===== src/design/ccp_pkg.sv =====
// Shared constants, codes and types of the column projection block.
`default_nettype none
package ccp_pkg;

	localparam int NUM_BUCKETS = 4096;
	localparam int SUM_WIDTH   = 32;
	localparam int IDX_W       = $clog2(NUM_BUCKETS);
	localparam int AMT_W       = 17;

	localparam int CQ_DEPTH = 4;
	localparam int CQ_PTR_W = $clog2(CQ_DEPTH);
	localparam int RQ_DEPTH = 4;
	localparam int RQ_PTR_W = $clog2(RQ_DEPTH);

	localparam logic [1:0] OP_START = 2'd0;
	localparam logic [1:0] OP_STEP  = 2'd1;
	localparam logic [1:0] OP_READ  = 2'd2;

	localparam logic REG_RANGE_LEFT = 1'b0;
	localparam logic REG_SIGN_FIX   = 1'b1;

	localparam logic signed [SUM_WIDTH:0] SUM_MAX = {2'b00, {(SUM_WIDTH-1){1'b1}}};
	localparam logic signed [SUM_WIDTH:0] SUM_MIN = {2'b11, {(SUM_WIDTH-1){1'b0}}};

	typedef enum logic [1:0] {
		CMD_ADD,
		CMD_READ,
		CMD_READ_NONE
	} cmd_kind_t;

	typedef struct packed {
		cmd_kind_t                 kind;
		logic [IDX_W-1:0]          idx;
		logic signed [AMT_W-1:0]   amount;
	} cmd_t;

endpackage
`default_nettype wire


===== src/design/ccp_cmd_queue.sv =====
// Short command queue between front and back end.
`default_nettype none
module ccp_cmd_queue
	import ccp_pkg::*;
(
	input  wire logic clk,
	input  wire logic arst_n,
	input  wire logic wr_en,
	input  wire cmd_t wr_cmd,
	input  wire logic rd_en,
	output logic      full,
	output logic      valid,
	output cmd_t      head
);

	cmd_t                mem_q [CQ_DEPTH];
	logic [CQ_PTR_W-1:0] wr_ptr_q, rd_ptr_q;
	logic [CQ_PTR_W:0]   count_q;

	assign full  = (count_q == (CQ_PTR_W+1)'(CQ_DEPTH));
	assign valid = (count_q != '0);
	assign head  = mem_q[rd_ptr_q];

	always_ff @(posedge clk) begin
		if (wr_en) begin
			mem_q[wr_ptr_q] <= wr_cmd;
		end
	end

	always_ff @(posedge clk or negedge arst_n) begin
		if (!arst_n) begin
			wr_ptr_q <= '0;
			rd_ptr_q <= '0;
			count_q  <= '0;
		end else begin
			if (wr_en) begin
				wr_ptr_q <= wr_ptr_q + 1'b1;
			end
			if (rd_en) begin
				rd_ptr_q <= rd_ptr_q + 1'b1;
			end
			case ({wr_en, rd_en})
				2'b10:   count_q <= count_q + 1'b1;
				2'b01:   count_q <= count_q - 1'b1;
				default: count_q <= count_q;
			endcase
		end
	end

endmodule
`default_nettype wire


===== config.mk =====
export PLATFORM = sky130hd
export DESIGN_NAME = ccp_cmd_queue
export DESIGN_NICKNAME = d
export VERILOG_FILES = /design/src/design/ccp_pkg.sv /design/src/design/ccp_cmd_queue.sv
export SDC_FILE = /design/constraint.sdc
export NUM_CORES = 1
export LEC_CHECK = 0
export BUFFER_PORTS_ARGS = -buffer_cell sky130_fd_sc_hd__clkbuf_2
export CELL_PAD_IN_SITES_DETAIL_PLACEMENT = 0
export CELL_PAD_IN_SITES_GLOBAL_PLACEMENT = 2
export CORE_MARGIN = 3
export CORE_UTILIZATION = 45
export DETAILED_ROUTE_END_ITERATION = 12
export MAX_ROUTING_LAYER = met4
export PLACE_DENSITY_LB_ADDON = 0.1
export SKIP_CTS_REPAIR_TIMING = 1
export SLEW_MARGIN = 25
export SYNTH_ARGS = -nofsm -noshare
export SYNTH_HDL_FRONTEND = slang
export SYNTH_SLANG_ARGS = --single-unit

===== constraint.sdc =====
create_clock -name clk -period 3.1 [get_ports clk]
set_input_delay 0.31 -clock clk [delete_from_list [all_inputs] [get_ports clk]]
set_output_delay 0.31 -clock clk [all_outputs]
set_load 0.02 [all_outputs]

==> flow_metrics.tcl, run 1 <==
set metrics [dict create \
    die_w_microns 110 \
    htreeDepth 4 \
    clkTransAtPathRegs_ns 0.06 \
    cts_buffers 17 \
    dieArea_sq_um 12200 \
    start_util_pct 46.9 \
    pwr-share-clk_pct 33.0 \
    fin_setup_tns_ns 0 \
    synth_top_family_by_area "multiplexers" \
    antenna_found_initial 0 \
    synth.most_common_cell "edfxtp_1" \
    yosysTopAreaCell "edfxtp_1" \
    synth_xor_area_share_pct 1.07 \
    power_frac_comb_pct 26.8 \
    leakagePower_nw 2.13 \
    synth.area.top_cells "edfxtp_1, mux4_2, dfrtp_1" \
    cap_violations 0 \
    setup.worst_path.end_class "output port" \
    yosys_warnings 0 \
    min_path_cells 1 \
    rsz0062_at_grt "false" \
    die_y_microns 110 \
    tightest_slew_ns 0.860 \
    ioPinCount 68 \
    slew_headroom_pct 42.7 \
    synth.area.mux_share_pct 14.7 \
    r2r-start "wr_ptr_q[0]" \
    slew_viol_final 0 \
    synth_flop_cell "edfxtp_1" \
    post_drt_via_cell_ratio 5.15 \
    drtIter0Drc 103 \
    intPower_mw 4.43 \
    crit_arrival_ns 2.14 \
    synthTopCellsByCount "edfxtp_1, mux4_2, dfrtp_1" \
    drive_above_1_share_pct 44.5 \
    cts.path.max_buffers 2 \
    switching_share_pct 28.7 \
    r2r_slack_ns 1.34 \
    endpoint "head[30]" \
    port-buffer-count 67 \
    ant_nets 0 \
    synth_compound_area_share_pct 0.102 \
    run_status "complete, no violations" \
    grt_pass1_vias 2410 \
    area_growth_syn_to_layout_pct 22.2 \
    worst_r2r_endpoint "mem_q[0][27]" \
    syn_area_per_cell_sq_um 25.2 \
    synth_edf_count 124 \
    grt_max_degree 32 \
    drt_pass1_iterations 4 \
    clkLatencyLatePin_ns 0.50 \
    grt_overflow 0 \
    yosys.area_share.simple_pct 1.02 \
    routedWlPerCell_microns 18.7 \
    synth.top_cell.area_share_pct 75.9 \
    reg2reg_depth 3 \
    p_seq_share_pct 40.3 \
    hpwl_microns 4690 \
    hold_class "in -> reg" \
    powerDensity_nw_per_um2 1040 \
    drc 0 \
    gp_congestion 0.690 \
    period_needed_ns 2.45 \
    synth_area_sq_um 4910 \
    syn_nets 236 \
    worstSetupPathType "reg -> out" \
    irDropWorstVdd_v 0.000485 \
    p_total_mw 6.21 \
    synth_seq_cells 131 \
    nets 318 \
    cp_max_fo 22 \
    critPathLaunch "rd_ptr_q[0]" \
    max_freq_ghz 0.408 \
    core_sq_um 10500 \
    setup_viol 0 \
    start_kind "flop" \
    antenna_cells 0 \
    postSynth.asyncResetShare_pct 5.34 \
    cts_tree "built" \
    power.switching_mw 1.78 \
    rows 37 \
    grt_pass1_wl_microns 13100 \
    netlist_instances 195 \
    synth.lib_cells_used.distinct 19 \
    grt_use_total_pct 14.6 \
    fin_crit_sh_pct 79.0 \
    drt-total-wl_microns 7950 \
    synthAdderAreaFrac_pct 1.68 \
    hold_viol 0 \
    num_vias 2195 \
    root_buffer "clkbuf_8" \
    ys_seq_area_share_pct 79.4 \
    clkSinkCount 131 \
    finalClockSkew_ns 0.00486 \
    crit_required_ns 2.79 \
]
[layout make-up]
| type | instances | area (sq um) |
|---|---|---|
| Multi-Input combinational cell | 54 | 916 |
| Clock buffer | 20 | 425 |
| Clock inverter | 12 | 186 |
| Tap cell | 136 | 170 |
| Sequential cell | 131 | 3900 |
| Timing Repair Buffer | 70 | 385 |
| Inverter | 3 | 11.3 |
| Fill cell | 798 | 4470 |
[state kept, by name, indices dropped and copies added (netlist names)]
| register | count |
|---|---|
| mem_q | 124 |
| count_q | 3 |
| rd_ptr_q | 2 |
| wr_ptr_q | 2 |
[placed cells by master, fill, tap and decap left out, types with 2 or more instances in the layout]
cell type / instances
edfxtp_1: 124
clkbuf_2: 67
mux4_2: 28
clkbuf_16: 16
dfrtp_1: 6
ha_1: 5
bufinv_16: 5
and2_2: 4
inv_1: 3
mux4_1: 3
xnor2_1: 3
xor2_1: 3
clkinv_1: 3
clkbuf_1: 3
nand2_1: 2
clkinv_2: 2
clkinvlp_4: 2
buf_12: 2
[worst min-delay path by stage]
| stage | from | endpoint | slack [ns] |
|---|---|---|---|
| floorplan | arst_n | count_q[0] | 0.01 |
| global placement | arst_n | count_q[1] | 0.16 |
| detailed placement | arst_n | count_q[1] | 0.17 |
| CTS | arst_n | count_q[2] | -0.38 |
| global route | wr_cmd[6] | mem_q[0][6] | 0.004 |
| finish | wr_cmd[25] | mem_q[2][25] | 0.02 |
[per-stage QoR]
step / cells / setup slack (ns) / util (%) / hold WS [ns] / cell area (sq um)
final: 426 / 0.650 / 57.3 / 0.0247 / 5990
after global routing: 426 / 0.491 / 57.3 / 0.00402 / 5990
after CTS: 425 / 0.572 / 57.2 / -0.380 / 5980
after detailed placement: 393 / 1.13 / 51.4 / 0.167 / 5370
after global placement: 393 / 1.14 / 51.4 / 0.165 / 5370
after floorplan: 195 / 1.32 / - / 0.0144 / 4910
[metal layers]
metal | vias up | part of all wire, % | GRT usage [%]
met4 | 0 | 1.4 | 5.25
met1 | 1136 | 41 | 17.7
li1 | 984 | - | -
met3 | 13 | 5.4 | 5.42
met5 | - | 0 | -
met2 | 62 | 52 | 22.8
[worst max-delay path, stage by stage, from the launching register on]
cell,delay (ns)
dfrtp_2,0.62
buf_12,0.27
mux4_1,0.57
clkbuf_2,0.17
[logic make-up (layout without fill, tap and decap cells)]
kind of cell / count (synthesis) / in the layout
xor+xnor: 6 / 6
fa+ha+maj: 6 / 6
flops: 131 / 131
buf+inv: 10 / 105
simple gates: 9 / 9
mux: 32 / 32
compound gates: 1 / 1
[power groups by stage]
stage | sequential, mW | clock, mW | combinational [mW]
after floorplan | 2.44 | 0 | 1.33
final | 2.50 | 2.05 | 1.66
after CTS | 2.51 | 2.09 | 1.71
after detailed placement | 2.55 | 0 | 1.70
after global routing | 2.54 | 2.18 | 1.81
after global placement | 2.53 | 0 | 1.71
(Power assumes the default switching activity.)
==> run 2: changes to the inputs <==
--- a/config.mk
+++ b/config.mk
@@ -5,11 +5,12 @@
 export SDC_FILE = /design/constraint.sdc
 export NUM_CORES = 1
 export LEC_CHECK = 0
+export ABC_AREA = 1
 export BUFFER_PORTS_ARGS = -buffer_cell sky130_fd_sc_hd__clkbuf_2
 export CELL_PAD_IN_SITES_DETAIL_PLACEMENT = 0
 export CELL_PAD_IN_SITES_GLOBAL_PLACEMENT = 2
 export CORE_MARGIN = 3
-export CORE_UTILIZATION = 45
+export CORE_UTILIZATION = 38
 export DETAILED_ROUTE_END_ITERATION = 12
 export MAX_ROUTING_LAYER = met4
 export PLACE_DENSITY_LB_ADDON = 0.1
==> constraint.sdc (replaced) <==
create_clock -name clk -period 2.5 [get_ports clk]
set_input_delay 0.25 -clock clk [delete_from_list [all_inputs] [get_ports clk]]
set_output_delay 0.25 -clock clk [all_outputs]
set_load 0.02 [all_outputs]
==> flow_metrics.tcl, run 2 <==
set metrics [dict create \
    yosysTopAreaCell "edfxtp_1" \
    leakagePower_nw 2.84 \
    hold_class "in -> reg" \
    cts_buffers 17 \
    gp_congestion 0.712 \
    syn_nets 512 \
    worstSetupPathType "reg -> out" \
    synth.most_common_cell "nand2_1" \
    top_regs "mem_q: 124 flops, count_q: 3 flops" \
    powerDensity_nw_per_um2 1270 \
    irDropWorstVdd_v 0.000580 \
    finalClockSkew_ns 0.00612 \
    fin_crit_sh_pct 90.3 \
    grt_overflow 0 \
    seq_area_sq_um 3900 \
    post_drt_via_cell_ratio 4.45 \
    core_sq_um 14000 \
    cp_max_fo 49 \
    synth_area_sq_um 5480 \
    intPower_mw 5.45 \
    die_y_microns 126 \
    cts.path.max_buffers 2 \
    synth.top_cell.area_share_pct 68.0 \
    largest_reg_flops 124 \
    start_util_pct 39.1 \
    grt_pass1_wl_microns 17200 \
    die_w_microns 126 \
    setup_viol 0 \
    root_buffer "clkbuf_16" \
    port-buffer-count 67 \
    yosys_warnings 0 \
    final_common_cell "nand2_1" \
    antenna_cells 0 \
    fin_setup_tns_ns 0 \
    pwr-share-clk_pct 29.6 \
    p_seq_share_pct 37.1 \
    drive_above_1_share_pct 20.4 \
    drt-total-wl_microns 10300 \
    run_status "complete, no violations" \
    routedWlPerCell_microns 13.9 \
    antenna_found_initial 0 \
    fin_util_pct 47.4 \
    power.switching_mw 3.00 \
    synth_flop_cell "edfxtp_1" \
    max_flop_register "mem_q" \
    syn_area_per_cell_sq_um 11.6 \
    drtIter0Drc 268 \
    slew_headroom_pct 60.0 \
    ant_nets 0 \
    hpwl_microns 6350 \
    crit_required_ns 2.25 \
    ioPinCount 68 \
    setup.worst_path.end_class "output port" \
    ys_seq_area_share_pct 71.2 \
    dieArea_sq_um 15900 \
    crit_arrival_ns 2.01 \
    clkSinkCount 131 \
    drt_pass1_iterations 4 \
    switching_share_pct 35.5 \
    synth_seq_cells 131 \
    r2r_slack_ns 0.63 \
    cap_violations 0 \
    hold_ws_ns 0.0563 \
    nets 587 \
    grt_max_degree 50 \
    multi_input_comb_area_sq_um 1170 \
    final_cell_mix "nand2_1, edfxtp_1, inv_1" \
    max_freq_ghz 0.443 \
    start_kind "flop" \
    fillerInstances 1288 \
    power_frac_comb_pct 33.2 \
    cts_tree "built" \
    period_needed_ns 2.26 \
    htreeDepth 4 \
    num_vias 3290 \
    grt_pass1_vias 3374 \
    grt_use_total_pct 14.5 \
    slew_viol_final 0 \
    netlist_instances 471 \
    synth_edf_count 124 \
    tightest_slew_ns 0.596 \
    area_growth_syn_to_layout_pct 21.2 \
    synthTopCellsByCount "nand2_1, edfxtp_1, inv_1" \
    rows 43 \
    rsz0062_at_grt "false" \
    hold_viol 0 \
    synth.area.top_cells "edfxtp_1, nand2_1, inv_1" \
    clkLatencyLatePin_ns 0.41 \
    clkTransAtPathRegs_ns 0.05 \
    drc 0 \
    postSynth.asyncResetShare_pct 5.34 \
    synth.lib_cells_used.distinct 20 \
]
run 2: changes by cell type after synthesis, moves of 4 or more:
cell      before  now
and2_1         4    0
buf_2          3   11
clkbuf_1       0    4
inv_1          3   73
mux4_2        28    0
nand2_1        2  138
nor2_1         1   61
o211ai_1       0   22
o211ai_2       0    9
run 2: per-layer routing:
| metal | GRT usage, % | up-vias | wire length (microns) | share of wire, % |
|---|---|---|---|---|
| met5 | - | - | 0 | 0 |
| met4 | 5.36 | 0 | 175 | 1.7 |
| met1 | 17.9 | 1536 | 4790 | 47 |
| met2 | 22.8 | 55 | 4950 | 48 |
| li1 | - | 1681 | - | - |
| met3 | 4.28 | 18 | 362 | 3.5 |
run 2: layout make-up:
| cell class | instances | area share [%] |
|---|---|---|
| clock inverter | 14 | 2.53 |
| inverter | 74 | 4.19 |
| clock buffer | 18 | 6.47 |
| sequential | 131 | 58.8 |
| multi-input combinational | 245 | 17.6 |
| timing repair buffer | 77 | 6.98 |
| tap | 180 | 3.39 |
run 2: path summary, 6_finish.rpt:
check / depth (start not counted) / to / startpoint
max in group asynchronous: 2 / rd_ptr_q[0] / arst_n
worst max register to register: 5 / mem_q[0][4] / wr_ptr_q[0]
worst min register to register: 2 / count_q[2] / count_q[2]
worst min-delay path: 1 / mem_q[3][12] / wr_cmd[12]
min in group asynchronous: 2 / wr_ptr_q[1] / arst_n
worst max-delay path: 6 / head[29] / rd_ptr_q[0]
run 2: cells by family (layout without fill, tap and decap cells):
group / Yosys count / count (layout) / share of synthesized area (%)
AND/OR/NAND/NOR: 202 / 202 / 13.9
flip-flops: 131 / 131 / 71.2
buffers and inverters: 95 / 183 / 7.45
AO/OA/AOI/OAI: 33 / 33 / 5.26
adder cells (fa/ha/maj): 6 / 6 / 1.51
XOR/XNOR: 4 / 4 / 0.640
run 2: power groups by stage:
stage	sequential (mW)	combinational, mW	clock, mW
5_1_grt	3.20	3.18	2.67
3_3_place_gp	3.18	2.86	0
2_1_floorplan	3.04	2.12	0
4_1_cts	3.15	2.89	2.57
6_report	3.14	2.81	2.50
3_5_place_dp	3.19	2.88	0
run 2: worst max-delay path, cell delays in order, from the launching register on:
cell and delay (ns):
dfrtp_4 0.76, buf_4 0.37, nor2_1 0.08, nor2_1 0.09
nand2_1 0.05, nand2_1 0.07, clkbuf_2 0.16
run 2: metrics by stage:
stage / instance area [sq um] / cells / worst slack [ns] / power, mW
after floorplan: 5480 / 471 / 0.827 / 5.16
after global placement: 6030 / 706 / 0.623 / 6.04
after detailed placement: 6030 / 706 / 0.594 / 6.08
after CTS: 6620 / 738 / 0.169 / 8.61
after global routing: 6630 / 739 / 0.0306 / 9.05
final: 6630 / 739 / 0.242 / 8.45
==> run 3: changes to the inputs <==
--- a/config.mk
+++ b/config.mk
@@ -11,9 +11,10 @@
 export CELL_PAD_IN_SITES_GLOBAL_PLACEMENT = 2
 export CORE_MARGIN = 3
 export CORE_UTILIZATION = 38
+export CTS_CLUSTER_DIAMETER = 40
 export DETAILED_ROUTE_END_ITERATION = 12
 export MAX_ROUTING_LAYER = met4
-export PLACE_DENSITY_LB_ADDON = 0.1
+export PLACE_DENSITY = 0.78
 export SKIP_CTS_REPAIR_TIMING = 1
 export SLEW_MARGIN = 25
 export SYNTH_ARGS = -nofsm -noshare
==> flow_metrics.tcl, run 3 (synthesis gave the netlist of run 2 again) <==
set metrics [dict create \
    run_status "complete, no violations" \
    largest_reg_flops 124 \
    hold_path_end "rd_ptr_q[0]" \
    cap_violations 0 \
    place_inst 708 \
    cts_tree "built" \
    reg2reg_depth 5 \
    setup_viol 0 \
    start_util_pct 39.1 \
    worstSetupPathType "reg -> out" \
    die_y_microns 126 \
    powerDensity_nw_per_um2 1270 \
    irDropWorstVdd_v 0.000617 \
    min_path_cells 2 \
    crit_arrival_ns 2.01 \
    cp_max_fo 44 \
    root_buffer "clkbuf_16" \
    fin_crit_sh_pct 90.3 \
    ant_nets 0 \
    dieArea_sq_um 15900 \
    grt_overflow 0 \
    final_cell_mix "nand2_1, edfxtp_1, inv_1" \
    rsz0062_at_grt "false" \
    period_needed_ns 2.26 \
    worst_r2r_endpoint "mem_q[0][16]" \
    ioPinCount 68 \
    min_from "rd_en" \
    slew_viol_final 0 \
    grt_max_degree 45 \
    setup.worst_path.end_class "output port" \
    clkTransAtPathRegs_ns 0.05 \
    routedWlPerCell_microns 13.3 \
    gp_congestion 0.735 \
    clkSinkCount 131 \
    crit_required_ns 2.25 \
    final_common_cell "nand2_1" \
    antenna_found_initial 1 \
    tightest_slew_ns 0.656 \
    grt_use_total_pct 13.4 \
    port-buffer-count 67 \
    drive_above_1_share_pct 20.9 \
    r2r_slack_ns 0.58 \
    nets 589 \
    hold_viol 0 \
    drt-total-wl_microns 9860 \
    die_w_microns 126 \
    top_regs "mem_q: 124 flops, count_q: 3 flops" \
    drc 0 \
    clkLatencyLatePin_ns 0.40 \
    start_kind "flop" \
    r2r-start "wr_ptr_q[0]" \
    area_growth_syn_to_layout_pct 21.8 \
    max_freq_ghz 0.443 \
    hold_class "in -> reg" \
    rows 43 \
    post_drt_via_cell_ratio 4.41 \
    cts_buffers 17 \
    slew_headroom_pct 56.0 \
    hpwl_microns 6280 \
    num_vias 3271 \
    max_flop_register "mem_q" \
    drtIter0Drc 164 \
    core_sq_um 14000 \
    drt_pass1_iterations 4 \
    cts.path.max_buffers 2 \
    finalClockSkew_ns 0.00621 \
    fin_setup_tns_ns 0 \
    leakagePower_nw 2.85 \
    instances_no_fill 742 \
    grt_pass1_vias 3042 \
    grt_pass1_wl_microns 15700 \
    htreeDepth 4 \
]
run 3: worst max-delay path by stage:
stage	from	endpoint	slack, ns
2_1_floorplan	wr_ptr_q[0]	mem_q[0][0]	0.83
3_3_place_gp	wr_ptr_q[0]	mem_q[0][25]	0.62
3_5_place_dp	wr_ptr_q[0]	mem_q[0][30]	0.55
4_1_cts	rd_ptr_q[0]	head[9]	0.20
5_1_grt	rd_ptr_q[0]	head[9]	0.07
6_report	rd_ptr_q[0]	head[9]	0.24
run 3: worst max-delay path: stages, from the launching register on:
cell and delay, ns:
dfrtp_4 0.76, buf_4 0.36, nor2_1 0.08, nor2_1 0.09, nand2_1 0.05, nand2_1 0.09, clkbuf_2 0.17
run 3: power breakdown:
part / total (mW) / leakage [nW] / internal, mW / switching (mW)
registers: 3.14 / 1.22 / 2.89 / 0.247
clock network: 2.48 / 0.289 / 1.65 / 0.830
logic: 2.85 / 1.34 / 0.954 / 1.89
run 3: final cells by class:
| type | count | area [sq um] |
|---|---|---|
| fill | 1265 | 7320 |
| sequential | 131 | 3900 |
| multi-input combinational | 245 | 1170 |
| timing repair buffer | 79 | 490 |
| clock buffer | 20 | 437 |
| inverter | 74 | 278 |
| tap | 180 | 225 |
| clock inverter | 12 | 163 |
| antenna | 1 | 2.50 |
run 3: routing by layer:
metal / GRT usage (%) / vias up / part of all wire, %
li1: - / 1684 / -
met1: 17.3 / 1511 / 48
met2: 19.7 / 64 / 46
met3: 4.20 / 12 / 4.2
met4: 5.30 / 0 / 1.7
met5: - / - / 0
run 3: per-stage QoR:
step	instance area [sq um]	setup slack [ns]	total power [mW]	hold slack, ns	utilization [%]
after floorplan	5480	0.827	5.16	-0.0456	-
after global placement	6050	0.625	6.04	0.101	43.3
after detailed placement	6050	0.552	6.09	0.101	43.3
after CTS	6650	0.196	8.59	-0.335	47.6
after global routing	6670	0.0709	9.02	0.0475	47.7
final	6670	0.242	8.47	0.0583	47.7
