### config.mk
export PLATFORM = sky130hd
export DESIGN_NAME = ccp_front
export DESIGN_NICKNAME = d
export VERILOG_FILES = /design/src/design/ccp_pkg.sv /design/src/design/ccp_front.sv
export SDC_FILE = /design/constraint.sdc
export NUM_CORES = 1
export LEC_CHECK = 0
export BUFFER_PORTS_ARGS = -buffer_cell sky130_fd_sc_hd__buf_2
export CAP_MARGIN = 5
export CELL_PAD_IN_SITES_DETAIL_PLACEMENT = 0
export CELL_PAD_IN_SITES_GLOBAL_PLACEMENT = 1
export CORE_UTILIZATION = 45
export CTS_BUF_LIST = sky130_fd_sc_hd__clkbuf_4 sky130_fd_sc_hd__clkbuf_8 sky130_fd_sc_hd__clkbuf_16
export DETAILED_ROUTE_END_ITERATION = 8
export PLACE_DENSITY_LB_ADDON = 0.3
export SLEW_MARGIN = 10
export SYNTH_ARGS = -nofsm -noshare
export SYNTH_HDL_FRONTEND = slang
export SYNTH_SLANG_ARGS = --single-unit
### constraint.sdc
create_clock -name clk -period 16.6 [get_ports clk]
set_clock_uncertainty 0.1 [all_clocks]
set_input_delay 4.15 -clock clk [delete_from_list [all_inputs] [get_ports clk]]
set_output_delay 4.15 -clock clk [all_outputs]
set_load 0.01 [all_outputs]
### src/design/ccp_pkg.sv
// Shared constants, codes and types of the column projection block.
`default_nettype none
package ccp_pkg;

	localparam int NUM_BUCKETS = 4096;
	localparam int SUM_WIDTH   = 32;
	localparam int IDX_W       = $clog2(NUM_BUCKETS);
	localparam int AMT_W       = 17;

	localparam int CQ_DEPTH = 4;
	localparam int CQ_PTR_W = $clog2(CQ_DEPTH);
	localparam int RQ_DEPTH = 4;
	localparam int RQ_PTR_W = $clog2(RQ_DEPTH);

	localparam logic [1:0] OP_START = 2'd0;
	localparam logic [1:0] OP_STEP  = 2'd1;
	localparam logic [1:0] OP_READ  = 2'd2;

	localparam logic REG_RANGE_LEFT = 1'b0;
	localparam logic REG_SIGN_FIX   = 1'b1;

	localparam logic signed [SUM_WIDTH:0] SUM_MAX = {2'b00, {(SUM_WIDTH-1){1'b1}}};
	localparam logic signed [SUM_WIDTH:0] SUM_MIN = {2'b11, {(SUM_WIDTH-1){1'b0}}};

	typedef enum logic [1:0] {
		CMD_ADD,
		CMD_READ,
		CMD_READ_NONE
	} cmd_kind_t;

	typedef struct packed {
		cmd_kind_t                 kind;
		logic [IDX_W-1:0]          idx;
		logic signed [AMT_W-1:0]   amount;
	} cmd_t;

endpackage
`default_nettype wire

### src/design/ccp_front.sv
// Front end: config registers, pen tracking, decode of items into bucket commands.
`default_nettype none
module ccp_front
	import ccp_pkg::*;
(
	input  wire logic               clk,
	input  wire logic               arst_n,
	input  wire logic               accept,
	input  wire logic        [1:0]  operation,
	input  wire logic signed [15:0] start_x,
	input  wire logic signed [15:0] start_y,
	input  wire logic signed [1:0]  step_dx,
	input  wire logic signed [1:0]  step_dy,
	input  wire logic        [11:0] bucket_index,
	input  wire logic               cfg_write,
	input  wire logic               cfg_index,
	input  wire logic        [15:0] cfg_data,
	output logic                    cmd_push,
	output cmd_t                    cmd
);

	localparam logic signed [17:0] IDX_MAX = 18'(NUM_BUCKETS - 1);

	logic signed [15:0] pen_x_q, pen_y_q, range_left_q;
	logic               sign_fix_q;

	logic signed [16:0] x17, y17, col17, amt17;
	logic signed [17:0] idx18;
	logic [IDX_W-1:0]   idx_clamped;

	always_comb begin
		x17   = 17'(pen_x_q);
		y17   = 17'(pen_y_q);
		if (step_dx > 0) begin
			col17 = x17;
			amt17 = sign_fix_q ? -y17 : y17;
		end else begin
			col17 = x17 - 17'sd1;
			amt17 = sign_fix_q ? y17 : -y17;
		end
		idx18 = 18'(col17) - 18'(range_left_q);
		if (idx18 < 0) begin
			idx_clamped = '0;
		end else if (idx18 > IDX_MAX) begin
			idx_clamped = IDX_W'(NUM_BUCKETS - 1);
		end else begin
			idx_clamped = IDX_W'(idx18);
		end
	end

	always_comb begin
		cmd_push = 1'b0;
		cmd      = '{kind: CMD_ADD, idx: '0, amount: '0};
		unique case (operation)
			OP_STEP: begin
				cmd_push   = accept && (step_dx != 2'sd0);
				cmd.kind   = CMD_ADD;
				cmd.idx    = idx_clamped;
				cmd.amount = amt17;
			end
			OP_READ: begin
				cmd_push = accept;
				if (32'(bucket_index) < NUM_BUCKETS) begin
					cmd.kind = CMD_READ;
				end else begin
					cmd.kind = CMD_READ_NONE;
				end
				cmd.idx = IDX_W'(bucket_index);
			end
			default: begin
				cmd_push = 1'b0;
			end
		endcase
	end

	always_ff @(posedge clk or negedge arst_n) begin
		if (!arst_n) begin
			pen_x_q      <= '0;
			pen_y_q      <= '0;
			range_left_q <= '0;
			sign_fix_q   <= 1'b1;
		end else begin
			if (accept && operation == OP_START) begin
				pen_x_q <= start_x;
				pen_y_q <= start_y;
			end else if (accept && operation == OP_STEP) begin
				pen_x_q <= pen_x_q + 16'(step_dx);
				pen_y_q <= pen_y_q + 16'(step_dy);
			end
			if (cfg_write) begin
				unique case (cfg_index)
					REG_RANGE_LEFT: range_left_q <= cfg_data;
					REG_SIGN_FIX:   sign_fix_q   <= cfg_data[0];
					default:        range_left_q <= range_left_q;
				endcase
			end
		end
	end

endmodule
`default_nettype wire

==> results.json, run 1 <==
{
  "synth-simple-area-share_pct": 19.7,
  "crit_chain": "buf_2 -> nor2b_1 -> xnor2_1 -> ha_1 -> inv_1 -> fa_1 -> a211o_1 -> a21oi_1 -> o21bai_1 -> o21ai_1 -> o21bai_1 -> a211o_1 -> a211oi_2 -> a32oi_1 -> buf_2",
  "dieArea_um2": 12200,
  "finalCritPeriodShare_pct": 74.1,
  "met2_usage_pct": 44.2,
  "rsz0062_at_grt": "false",
  "post_cts_resize_count": 0,
  "grt-ovfl-total": 0,
  "antenna_found_initial": 0,
  "cp.required_ns": 12.35,
  "synth_edf_count": 0,
  "synth_seq_area_share_pct": 23.3,
  "grt_pass1_wl_um": 23200,
  "crit_arrival_ns": 8.06,
  "synth_top_family_by_area": "compound AO/OA/AOI/OAI gates",
  "die_h_um": 110,
  "synth_ff_type": "dfrtp_1",
  "viasPerCell": 5.74,
  "swShare_pct": 45.6,
  "critPathSlowestCell": "a211oi_2",
  "pwr-share-clk_pct": 13.6,
  "endpoint_kind": "primary output",
  "drtIter0Drc": 298,
  "holdWs_ns": 0.417,
  "hold_buffers": 0,
  "cts_htree_levels": 2,
  "final-hold-violation-count": 0,
  "met1_usage_pct": 31.2,
  "r2r_setup_slack_ns": 13.67,
  "dr.pass1.iters": 8,
  "synth_cell_types": 66,
  "synthArstFlopShare_pct": 100,
  "cts_setup_buffers": 0,
  "numClockSinks": 49,
  "core_um2": 11400,
  "place_congestion": 0.887,
  "ant_nets": 0,
  "crit_type": "in2out",
  "path_clk_slew_ns": 0.06,
  "diodes": 0,
  "setup_tns_ns": 0,
  "ys_warn_count": 0,
  "cts_buffers": 5,
  "power.leakage_nw": 2.83,
  "die_w_um": 110,
  "grt_max_degree": 50,
  "synth_compound_area_share_pct": 28.1,
  "cts_tree": "yes",
  "netlist_area_um2": 5280,
  "finalSetupViolCount": 0,
  "internal_power_mw": 0.438,
  "vias": 5232,
  "layout.nets": 894,
  "worstSkewPairLatency_ns": 0.29,
  "use_met3_pct": 2.59,
  "cts.path.max_buffers": 2,
  "syn_to_final_growth_pct": 14.7,
  "crit_path_end": "cmd[21]",
  "port_buffers": 101,
  "crit_path_max_incr_delay_ns": 0.69,
  "rr_startpoint": "pen_y_q[0]$_DFFE_PN0P_",
  "crit_buf_inv": 3,
  "hp-start": "range_left_q[0]$_DFFE_PN0P_",
  "worst-slew-pin-transition_ns": 1.11,
  "cp.depth": 15,
  "switchingPower_mw": 0.368,
  "r2r_end": "pen_y_q[14]$_DFFE_PN0P_",
  "io-pin-count": 103,
  "syn_nets": 808,
  "num_rows": 39,
  "start_util_pct": 46.2,
  "relSlewSlack_pct": 25.8,
  "synth_fa_ha_area_share_pct": 13.7,
  "drive_gt1_share_pct": 16.5,
  "critPathLaunch": "step_dx[1]",
  "drcViolationCount": 0,
  "hpwl_um": 11100,
  "p_per_area_nw_per_um2": 133,
  "reg2reg_depth": 11,
  "netlist_instances": 681,
  "grt_pass1_vias": 4927,
  "synthXorXnorAreaFrac_pct": 8.80,
  "fmax_mhz": 81.3,
  "power.share.sequential_pct": 23.9,
  "synth_area_per_cell_um2": 7.75,
  "wl_um": 14400,
  "peakVddDrop_uv": 59.1,
  "worstPathMaxFanout": 17,
  "fin_crit_ns": 12.31,
  "maxCapViolCount": 0,
  "cp_top_family": "compound AO/OA/AOI/OAI gates",
  "ys_ff_latch": 49,
  "wire_per_inst_um": 15.8,
  "ctsRootBufferMaster": "clkbuf_16",
  "gr-usage-all-layers_pct": 24.4,
  "min_path_type": "reg2reg",
  "slew_viol_final": 0,
  "synthMuxAreaShare_pct": 1.76,
  "dp_slack_ns": 4.14,
  "startpoint_type": "input port",
  "fin_ws_ns": 4.29,
  "status": "finished, final reports clean",
  "comb_power_share_pct": 62.6,
  "top_usage_layer": "met2"
}
==> power groups by stage <==
| stage | Clock [mW] | Sequential [mW] | Combinational, mW |
|---|---|---|---|
| 3_3_place_gp | 0 | 0.193 | 0.484 |
| 2_1_floorplan | 0 | 0.179 | 0.392 |
| 3_5_place_dp | 0 | 0.194 | 0.497 |
| 6_report | 0.109 | 0.192 | 0.504 |
| 4_1_cts | 0.111 | 0.192 | 0.500 |
| 5_1_grt | 0.116 | 0.198 | 0.565 |
==> Yosys cell counts (all sizes together) (12+ instances only) <==
master / n / share of area [%]
xnor2: 32 / 5.3
inv: 37 / 2.6
a21oi: 55 / 5.2
and2: 15 / 1.8
or3: 12 / 1.5
a21o: 17 / 2.4
nor3: 19 / 1.8
dfrtp: 48 / 23
a31oi: 22 / 2.6
ha: 53 / 13
nor2: 51 / 3.6
nand2: 82 / 5.8
xor2: 21 / 3.5
o21ai: 57 / 5.5
clkbuf: 23 / 1.6
==> sequential cells by signal, indices dropped and copies added (netlist names) <==
register,cells
pen_x_q,16
pen_y_q,16
range_left_q,16
sign_fix_q,1
==> final cells by class <==
cell class / instances / area (um2)
Fill cell: 1164 / 5370
Multi-Input combinational cell: 569 / 3810
Sequential cell: 49 / 1230
Timing Repair Buffer: 105 / 536
Tap cell: 143 / 179
Clock buffer: 8 / 154
Inverter: 37 / 139
==> logic make-up (layout without fill, tap and decap cells) <==
| kind of cell | Yosys count | in the layout |
|---|---|---|
| AOI/OAI and AO/OA | 228 | 228 |
| buffers and inverters | 63 | 150 |
| and+or+nand+nor | 222 | 222 |
| DFF | 49 | 49 |
| adders and majority gates | 56 | 56 |
| xor gates and xnor gates | 53 | 53 |
| muxes | 9 | 9 |
| other | 1 | 1 |
==> worst reg2reg max path: stages (launching register included) <==
cell,delay (ns)
dfrtp_1,0.42
ha_1,0.24
inv_1,0.07
fa_1,0.39
nor2b_1,0.16
o21ai_0,0.12
a21boi_0,0.33
o21ai_0,0.19
a21o_1,0.21
a31oi_1,0.21
mux2i_1,0.11
a221o_1,0.26
==> metal layers <==
metal	vias to the layer above	wire length, um
li1	2642	-
met2	164	6960
met1	2412	6670
met3	14	634
met5	-	0
met4	0	169
==> worst min path at each step <==
stage	endpoint	cells after the start
after global placement	range_left_q[0]$_DFFE_PN0P_	1
after floorplan	range_left_q[0]$_DFFE_PN0P_	1
after CTS	range_left_q[0]$_DFFE_PN0P_	1
after detailed placement	range_left_q[0]$_DFFE_PN0P_	1
after global routing	range_left_q[0]$_DFFE_PN0P_	1
final	range_left_q[0]$_DFFE_PN0P_	1
==> metrics by stage <==
stage	util, %	instances	total power [mW]	instance area, um2
finish	53.0	911	0.806	6050
global route	53.0	911	0.879	6050
CTS	52.9	911	0.803	6040
detailed placement	51.6	903	0.691	5890
global placement	51.6	903	0.677	5890
floorplan	-	681	0.572	5280
==> placed cells by master, fill, tap and decap left out, drive strengths merged, types with 6 or more instances in the layout <==
cell type	netlist	layout
nand2	82	82
o31ai	6	6
ha	53	53
nor2b	8	8
nor2	51	51
xnor2	32	32
clkbuf	23	8
and3	6	6
buf	3	105
a31oi	22	22
a21o	17	17
or3	12	12
inv	37	37
xor2	21	21
a21boi	7	7
nor3	19	19
a32oi	11	11
nand3	7	7
o21a	11	11
o21ai	57	57
a21oi	55	55
mux2i	7	7
dfrtp	48	48
and2	15	15
(Power assumes the default switching activity.)
==> run 2: changes to the inputs <==
--- a/config.mk
+++ b/config.mk
@@ -9,7 +9,7 @@
 export CAP_MARGIN = 5
 export CELL_PAD_IN_SITES_DETAIL_PLACEMENT = 0
 export CELL_PAD_IN_SITES_GLOBAL_PLACEMENT = 1
-export CORE_UTILIZATION = 45
+export CORE_UTILIZATION = 38
 export CTS_BUF_LIST = sky130_fd_sc_hd__clkbuf_4 sky130_fd_sc_hd__clkbuf_8 sky130_fd_sc_hd__clkbuf_16
 export DETAILED_ROUTE_END_ITERATION = 8
 export PLACE_DENSITY_LB_ADDON = 0.3
==> constraint.sdc (replaced) <==
create_clock -name clk -period 11.2 [get_ports clk]
set_clock_uncertainty 0.1 [all_clocks]
set_input_delay 2.8 -clock clk [delete_from_list [all_inputs] [get_ports clk]]
set_output_delay 2.8 -clock clk [all_outputs]
set_load 0.01 [all_outputs]
==> run 2 against run 1 <==
Die area increased by 18%; via count is essentially flat; final area grew 0.68%; critical path depth up 1; combinational power up 48%; sequential cell count stayed put; hold slack better by 0.019 ns; wire length is 3.2% higher; highest routed layer unchanged.
==> results.json, run 2 (synthesis results as in run 1) <==
{
  "status": "finished, final reports clean",
  "syn_to_final_growth_pct": 15.4,
  "io-pin-count": 103,
  "crit_arrival_ns": 6.78,
  "rr_startpoint": "pen_x_q[4]$_DFFE_PN0P_",
  "vias": 5234,
  "worstPathMaxFanout": 17,
  "dp_cells": 936,
  "holdWs_ns": 0.436,
  "multi_input_area_um2": 3810,
  "finalNonFillerCells": 944,
  "endpoint_kind": "primary output",
  "slew_viol_final": 0,
  "finalSetupViolCount": 0,
  "wire_per_inst_um": 15.8,
  "fin_util_pct": 45.4,
  "finalPower_mw": 1.20,
  "cp.required_ns": 8.30,
  "start_util_pct": 39.4,
  "ctsRootBufferMaster": "clkbuf_16",
  "post_cts_resize_count": 0,
  "reg_top3": "pen_x_q (16), pen_y_q (16), range_left_q (16)",
  "peakVddDrop_uv": 78.0,
  "final_cell_mix": "101 x buf_2, 82 x nand2_1, 55 x a21oi_1",
  "maxCapViolCount": 0,
  "drive_gt1_share_pct": 16.5,
  "mostFrequentLayoutCell": "buf_2",
  "grt-ovfl-total": 0,
  "diodes": 0,
  "grt_max_degree": 50,
  "drtIter0Drc": 260,
  "place_congestion": 0.882,
  "startpoint_type": "input port",
  "core_um2": 13400,
  "power.leakage_nw": 2.83,
  "dr.pass1.iters": 4,
  "critPathLaunch": "step_dx[1]",
  "grt_pass1_wl_um": 24400,
  "crit_type": "in2out",
  "viasPerCell": 5.54,
  "rsz0062_at_grt": "false",
  "cts_htree_levels": 2,
  "final-hold-violation-count": 0,
  "r2r_end": "pen_x_q[15]$_DFFE_PN0P_",
  "gr-usage-all-layers_pct": 21.3,
  "wl_um": 14900,
  "p_per_area_nw_per_um2": 197,
  "grt_pass1_vias": 5035,
  "path_clk_slew_ns": 0.07,
  "cts.path.max_buffers": 2,
  "port_buffers": 101,
  "r2r_setup_slack_ns": 8.35,
  "worstSkewPairLatency_ns": 0.30,
  "min_path_type": "reg2reg",
  "ant_nets": 0,
  "dieArea_um2": 14400,
  "num_rows": 42,
  "die_h_um": 120,
  "fmax_mhz": 103,
  "hold_buffers": 0,
  "crit_path_end": "cmd[20]",
  "worst-slew-pin-transition_ns": 1.14,
  "layout.nets": 894,
  "antenna_found_initial": 0,
  "cts_tree": "yes",
  "reg2reg_depth": 9,
  "numClockSinks": 49,
  "finalCritPeriodShare_pct": 86.4,
  "seq_area_um2": 1230,
  "die_w_um": 120,
  "drcViolationCount": 0,
  "fin_crit_ns": 9.68,
  "relSlewSlack_pct": 23.6,
  "cts_setup_buffers": 0,
  "n_fill_cell": 1377,
  "setup_tns_ns": 0,
  "hpwl_um": 11300,
  "cts_buffers": 5
}
-- run 2: cell counts in the layout (fill, tap and decap cells not counted) --
Identical to the previous run, type by type.
-- run 2: worst min-delay path by stage --
stage                                            from                           to  cells past startpoint
after floorplan           range_left_q[0]$_DFFE_PN0P_  range_left_q[0]$_DFFE_PN0P_                      1
after global placement    range_left_q[0]$_DFFE_PN0P_  range_left_q[0]$_DFFE_PN0P_                      1
after detailed placement  range_left_q[0]$_DFFE_PN0P_  range_left_q[0]$_DFFE_PN0P_                      1
after CTS                 range_left_q[0]$_DFFE_PN0P_  range_left_q[0]$_DFFE_PN0P_                      1
after global routing      range_left_q[0]$_DFFE_PN0P_  range_left_q[0]$_DFFE_PN0P_                      1
final                     range_left_q[0]$_DFFE_PN0P_  range_left_q[0]$_DFFE_PN0P_                      1
-- run 2: final cells by class --
type                            instances  area share (%)
Multi-Input combinational cell        569            62.6
Sequential cell                        49            20.2
Timing Repair Buffer                  105            8.79
Tap cell                              176            3.62
Clock buffer                            8            2.53
Inverter                               37            2.28
-- run 2: stage by stage --
stage                     setup WS [ns]  instance area (um2)
final                              1.52                 6090
after global routing               1.13                 6090
after CTS                          1.36                 6080
after detailed placement           1.38                 5930
after global placement             1.67                 5930
after floorplan                    2.63                 5280
-- run 2: layer usage --
layer	global-route usage, %	routed length (um)	up-vias
li1	-	-	2636
met3	2.95	586	19
met2	34.1	6660	127
met5	0	0	-
met1	29.2	7300	2452
met4	7.42	342	0
-- run 2: worst max-delay path, cell delays in order --
cell      delay [ns]
buf_2           0.31
nor2b_1         0.20
nor3_1          0.42
nand2_1         0.17
nor2_1          0.14
xor2_1          0.08
ha_1            0.22
or2_2           0.32
a21oi_1         0.17
o21bai_1        0.15
o21ai_1         0.23
o21bai_1        0.09
a211o_1         0.32
a211oi_2        0.71
a32oi_1         0.23
buf_2           0.20
-- run 2: power breakdown --
group | total, mW | switching [mW] | leakage [nW] | internal (mW)
logic | 0.748 | 0.413 | 2.17 | 0.334
clock network | 0.166 | 0.0715 | 0.0780 | 0.0943
registers | 0.284 | 0.0636 | 0.590 | 0.220
total | 1.20 | 0.549 | 2.83 | 0.649
==> run 3: changes to the inputs <==
--- a/config.mk
+++ b/config.mk
@@ -5,14 +5,16 @@
 export SDC_FILE = /design/constraint.sdc
 export NUM_CORES = 1
 export LEC_CHECK = 0
-export BUFFER_PORTS_ARGS = -buffer_cell sky130_fd_sc_hd__buf_2
 export CAP_MARGIN = 5
 export CELL_PAD_IN_SITES_DETAIL_PLACEMENT = 0
 export CELL_PAD_IN_SITES_GLOBAL_PLACEMENT = 1
-export CORE_UTILIZATION = 38
+export CORE_MARGIN = 4
+export CORE_UTILIZATION = 43
 export CTS_BUF_LIST = sky130_fd_sc_hd__clkbuf_4 sky130_fd_sc_hd__clkbuf_8 sky130_fd_sc_hd__clkbuf_16
 export DETAILED_ROUTE_END_ITERATION = 8
+export DONT_BUFFER_PORTS = 1
 export PLACE_DENSITY_LB_ADDON = 0.3
+export SETUP_SLACK_MARGIN = 0.15
 export SLEW_MARGIN = 10
 export SYNTH_ARGS = -nofsm -noshare
 export SYNTH_HDL_FRONTEND = slang
==> run 3 against run 2 <==
Count of clock-buffer cells in the layout decreased by 1; wire length decreased by 0.87%; worst setup slack improved by 0.46 ns; sequential cell count unchanged; critical path depth decreased by 3; non-clock buffer count decreased by 100; register-to-register slack about the same; clock power increased by 2%; final area decreased by 8.8%.
==> results.json, run 3 (synthesis results as in run 1) <==
{
  "status": "finished, final reports clean",
  "slew_viol_final": 0,
  "relSlewSlack_pct": 26.8,
  "worstPathMaxFanout": 12,
  "worstSkewPairLatency_ns": 0.30,
  "power.leakage_nw": 2.40,
  "dieArea_um2": 14100,
  "ant_nets": 0,
  "crit_arrival_ns": 6.32,
  "dp_cells": 807,
  "rr_startpoint": "pen_x_q[4]$_DFFE_PN0P_",
  "finalNonFillerCells": 815,
  "place_congestion": 0.948,
  "maxCapViolCount": 0,
  "worst-slew-pin-transition_ns": 1.09,
  "grt_max_degree": 50,
  "path_clk_slew_ns": 0.07,
  "dr.pass1.iters": 4,
  "hpwl_um": 11100,
  "post_cts_resize_count": 0,
  "crit_type": "in2out",
  "cts_htree_levels": 2,
  "wire_per_inst_um": 18.1,
  "hold_buffers": 0,
  "dp_slack_ns": 2.01,
  "layout.nets": 794,
  "startpoint_type": "input port",
  "min_delay_path_depth": 1,
  "drive_gt1_share_pct": 3.89,
  "r2r_setup_slack_ns": 8.35,
  "ctsRootBufferMaster": "clkbuf_16",
  "reg2reg_depth": 9,
  "grt-ovfl-total": 0,
  "io-pin-count": 103,
  "antenna_found_initial": 0,
  "grt_pass1_vias": 4893,
  "core_um2": 12000,
  "viasPerCell": 6.04,
  "port_buffers": 0,
  "final-hold-violation-count": 0,
  "vias": 4923,
  "use_met3_pct": 4.26,
  "peakVddDrop_uv": 89.1,
  "endpoint_kind": "primary output",
  "multi_input_area_um2": 3810,
  "mostFrequentLayoutCell": "nand2_1",
  "fin_crit_ns": 9.22,
  "syn_to_final_growth_pct": 5.29,
  "p_per_area_nw_per_um2": 211,
  "fin_ws_ns": 1.98,
  "finalCritPeriodShare_pct": 82.3,
  "die_h_um": 119,
  "r2r_end": "pen_x_q[15]$_DFFE_PN0P_",
  "drtIter0Drc": 214,
  "min_path_type": "reg2reg",
  "gr-usage-all-layers_pct": 20.8,
  "num_rows": 40,
  "cts_tree": "yes",
  "cts_buffers": 5,
  "cts.path.max_buffers": 2,
  "numClockSinks": 49,
  "met1_usage_pct": 26.5,
  "setup_tns_ns": 0,
  "min_to": "range_left_q[0]$_DFFE_PN0P_",
  "fmax_mhz": 109,
  "holdWs_ns": 0.431,
  "wl_um": 14800,
  "reg_top3": "pen_x_q (16), pen_y_q (16), range_left_q (16)",
  "cts_setup_buffers": 0,
  "met2_usage_pct": 35.5,
  "die_w_um": 119,
  "diodes": 0,
  "hp-start": "range_left_q[0]$_DFFE_PN0P_",
  "finalSetupViolCount": 0,
  "grt_pass1_wl_um": 24100,
  "start_util_pct": 43.9,
  "cp.required_ns": 8.30,
  "top_usage_layer": "met2",
  "seq_area_um2": 1230,
  "final_cell_mix": "82 x nand2_1, 55 x a21oi_1, 54 x o21ai_0",
  "n_fill_cell": 1211,
  "rsz0062_at_grt": "false",
  "drcViolationCount": 0
}
run 3: power breakdown:
part / internal, mW / switching [mW]
sequential: 0.220 / 0.0640
combinational: 0.318 / 0.397
clock: 0.0950 / 0.0749
total: 0.634 / 0.536
run 3: worst max path at each step:
stage / depth (start not counted) / endpoint / startpoint
2_1_floorplan: 14 / cmd[19] / step_dx[0]
3_3_place_gp: 13 / cmd[22] / step_dx[0]
3_5_place_dp: 13 / cmd[21] / step_dx[0]
4_1_cts: 13 / cmd[21] / step_dx[0]
5_1_grt: 13 / cmd[21] / step_dx[0]
6_report: 13 / cmd[21] / step_dx[0]
run 3: area by class of cell:
class | count | share of cell area, %
clock buffer | 7 | 2.75
clock inverter | 1 | 0.0901
inverter | 37 | 2.50
multi-input combinational | 569 | 68.6
sequential | 49 | 22.1
tap | 147 | 3.31
timing repair buffer | 5 | 0.676
run 3: per-stage QoR:
stage               cell area, um2  total power [mW]  utilization [%]
floorplan                     5280             0.847                -
detailed placement            5400             0.992             44.9
global route                  5550              1.27             46.2
CTS                           5550              1.17             46.2
global placement              5400             0.979             44.9
finish                        5550              1.17             46.2
run 3: critical path, stage by stage:
cell	delay, ns
nor2b_1	0.36
xnor2_1	0.19
ha_1	0.21
inv_1	0.06
fa_1	0.42
a211o_1	0.31
a21oi_1	0.18
o21bai_1	0.15
o21ai_1	0.23
o21bai_1	0.09
a211o_1	0.30
a211oi_2	0.69
a32oi_1	0.33
run 3: per-layer routing:
layer	part of all wire (%)	up-vias
met5	0	-
li1	-	2441
met3	4.5	18
met1	47	2358
met4	1.8	0
met2	47	106
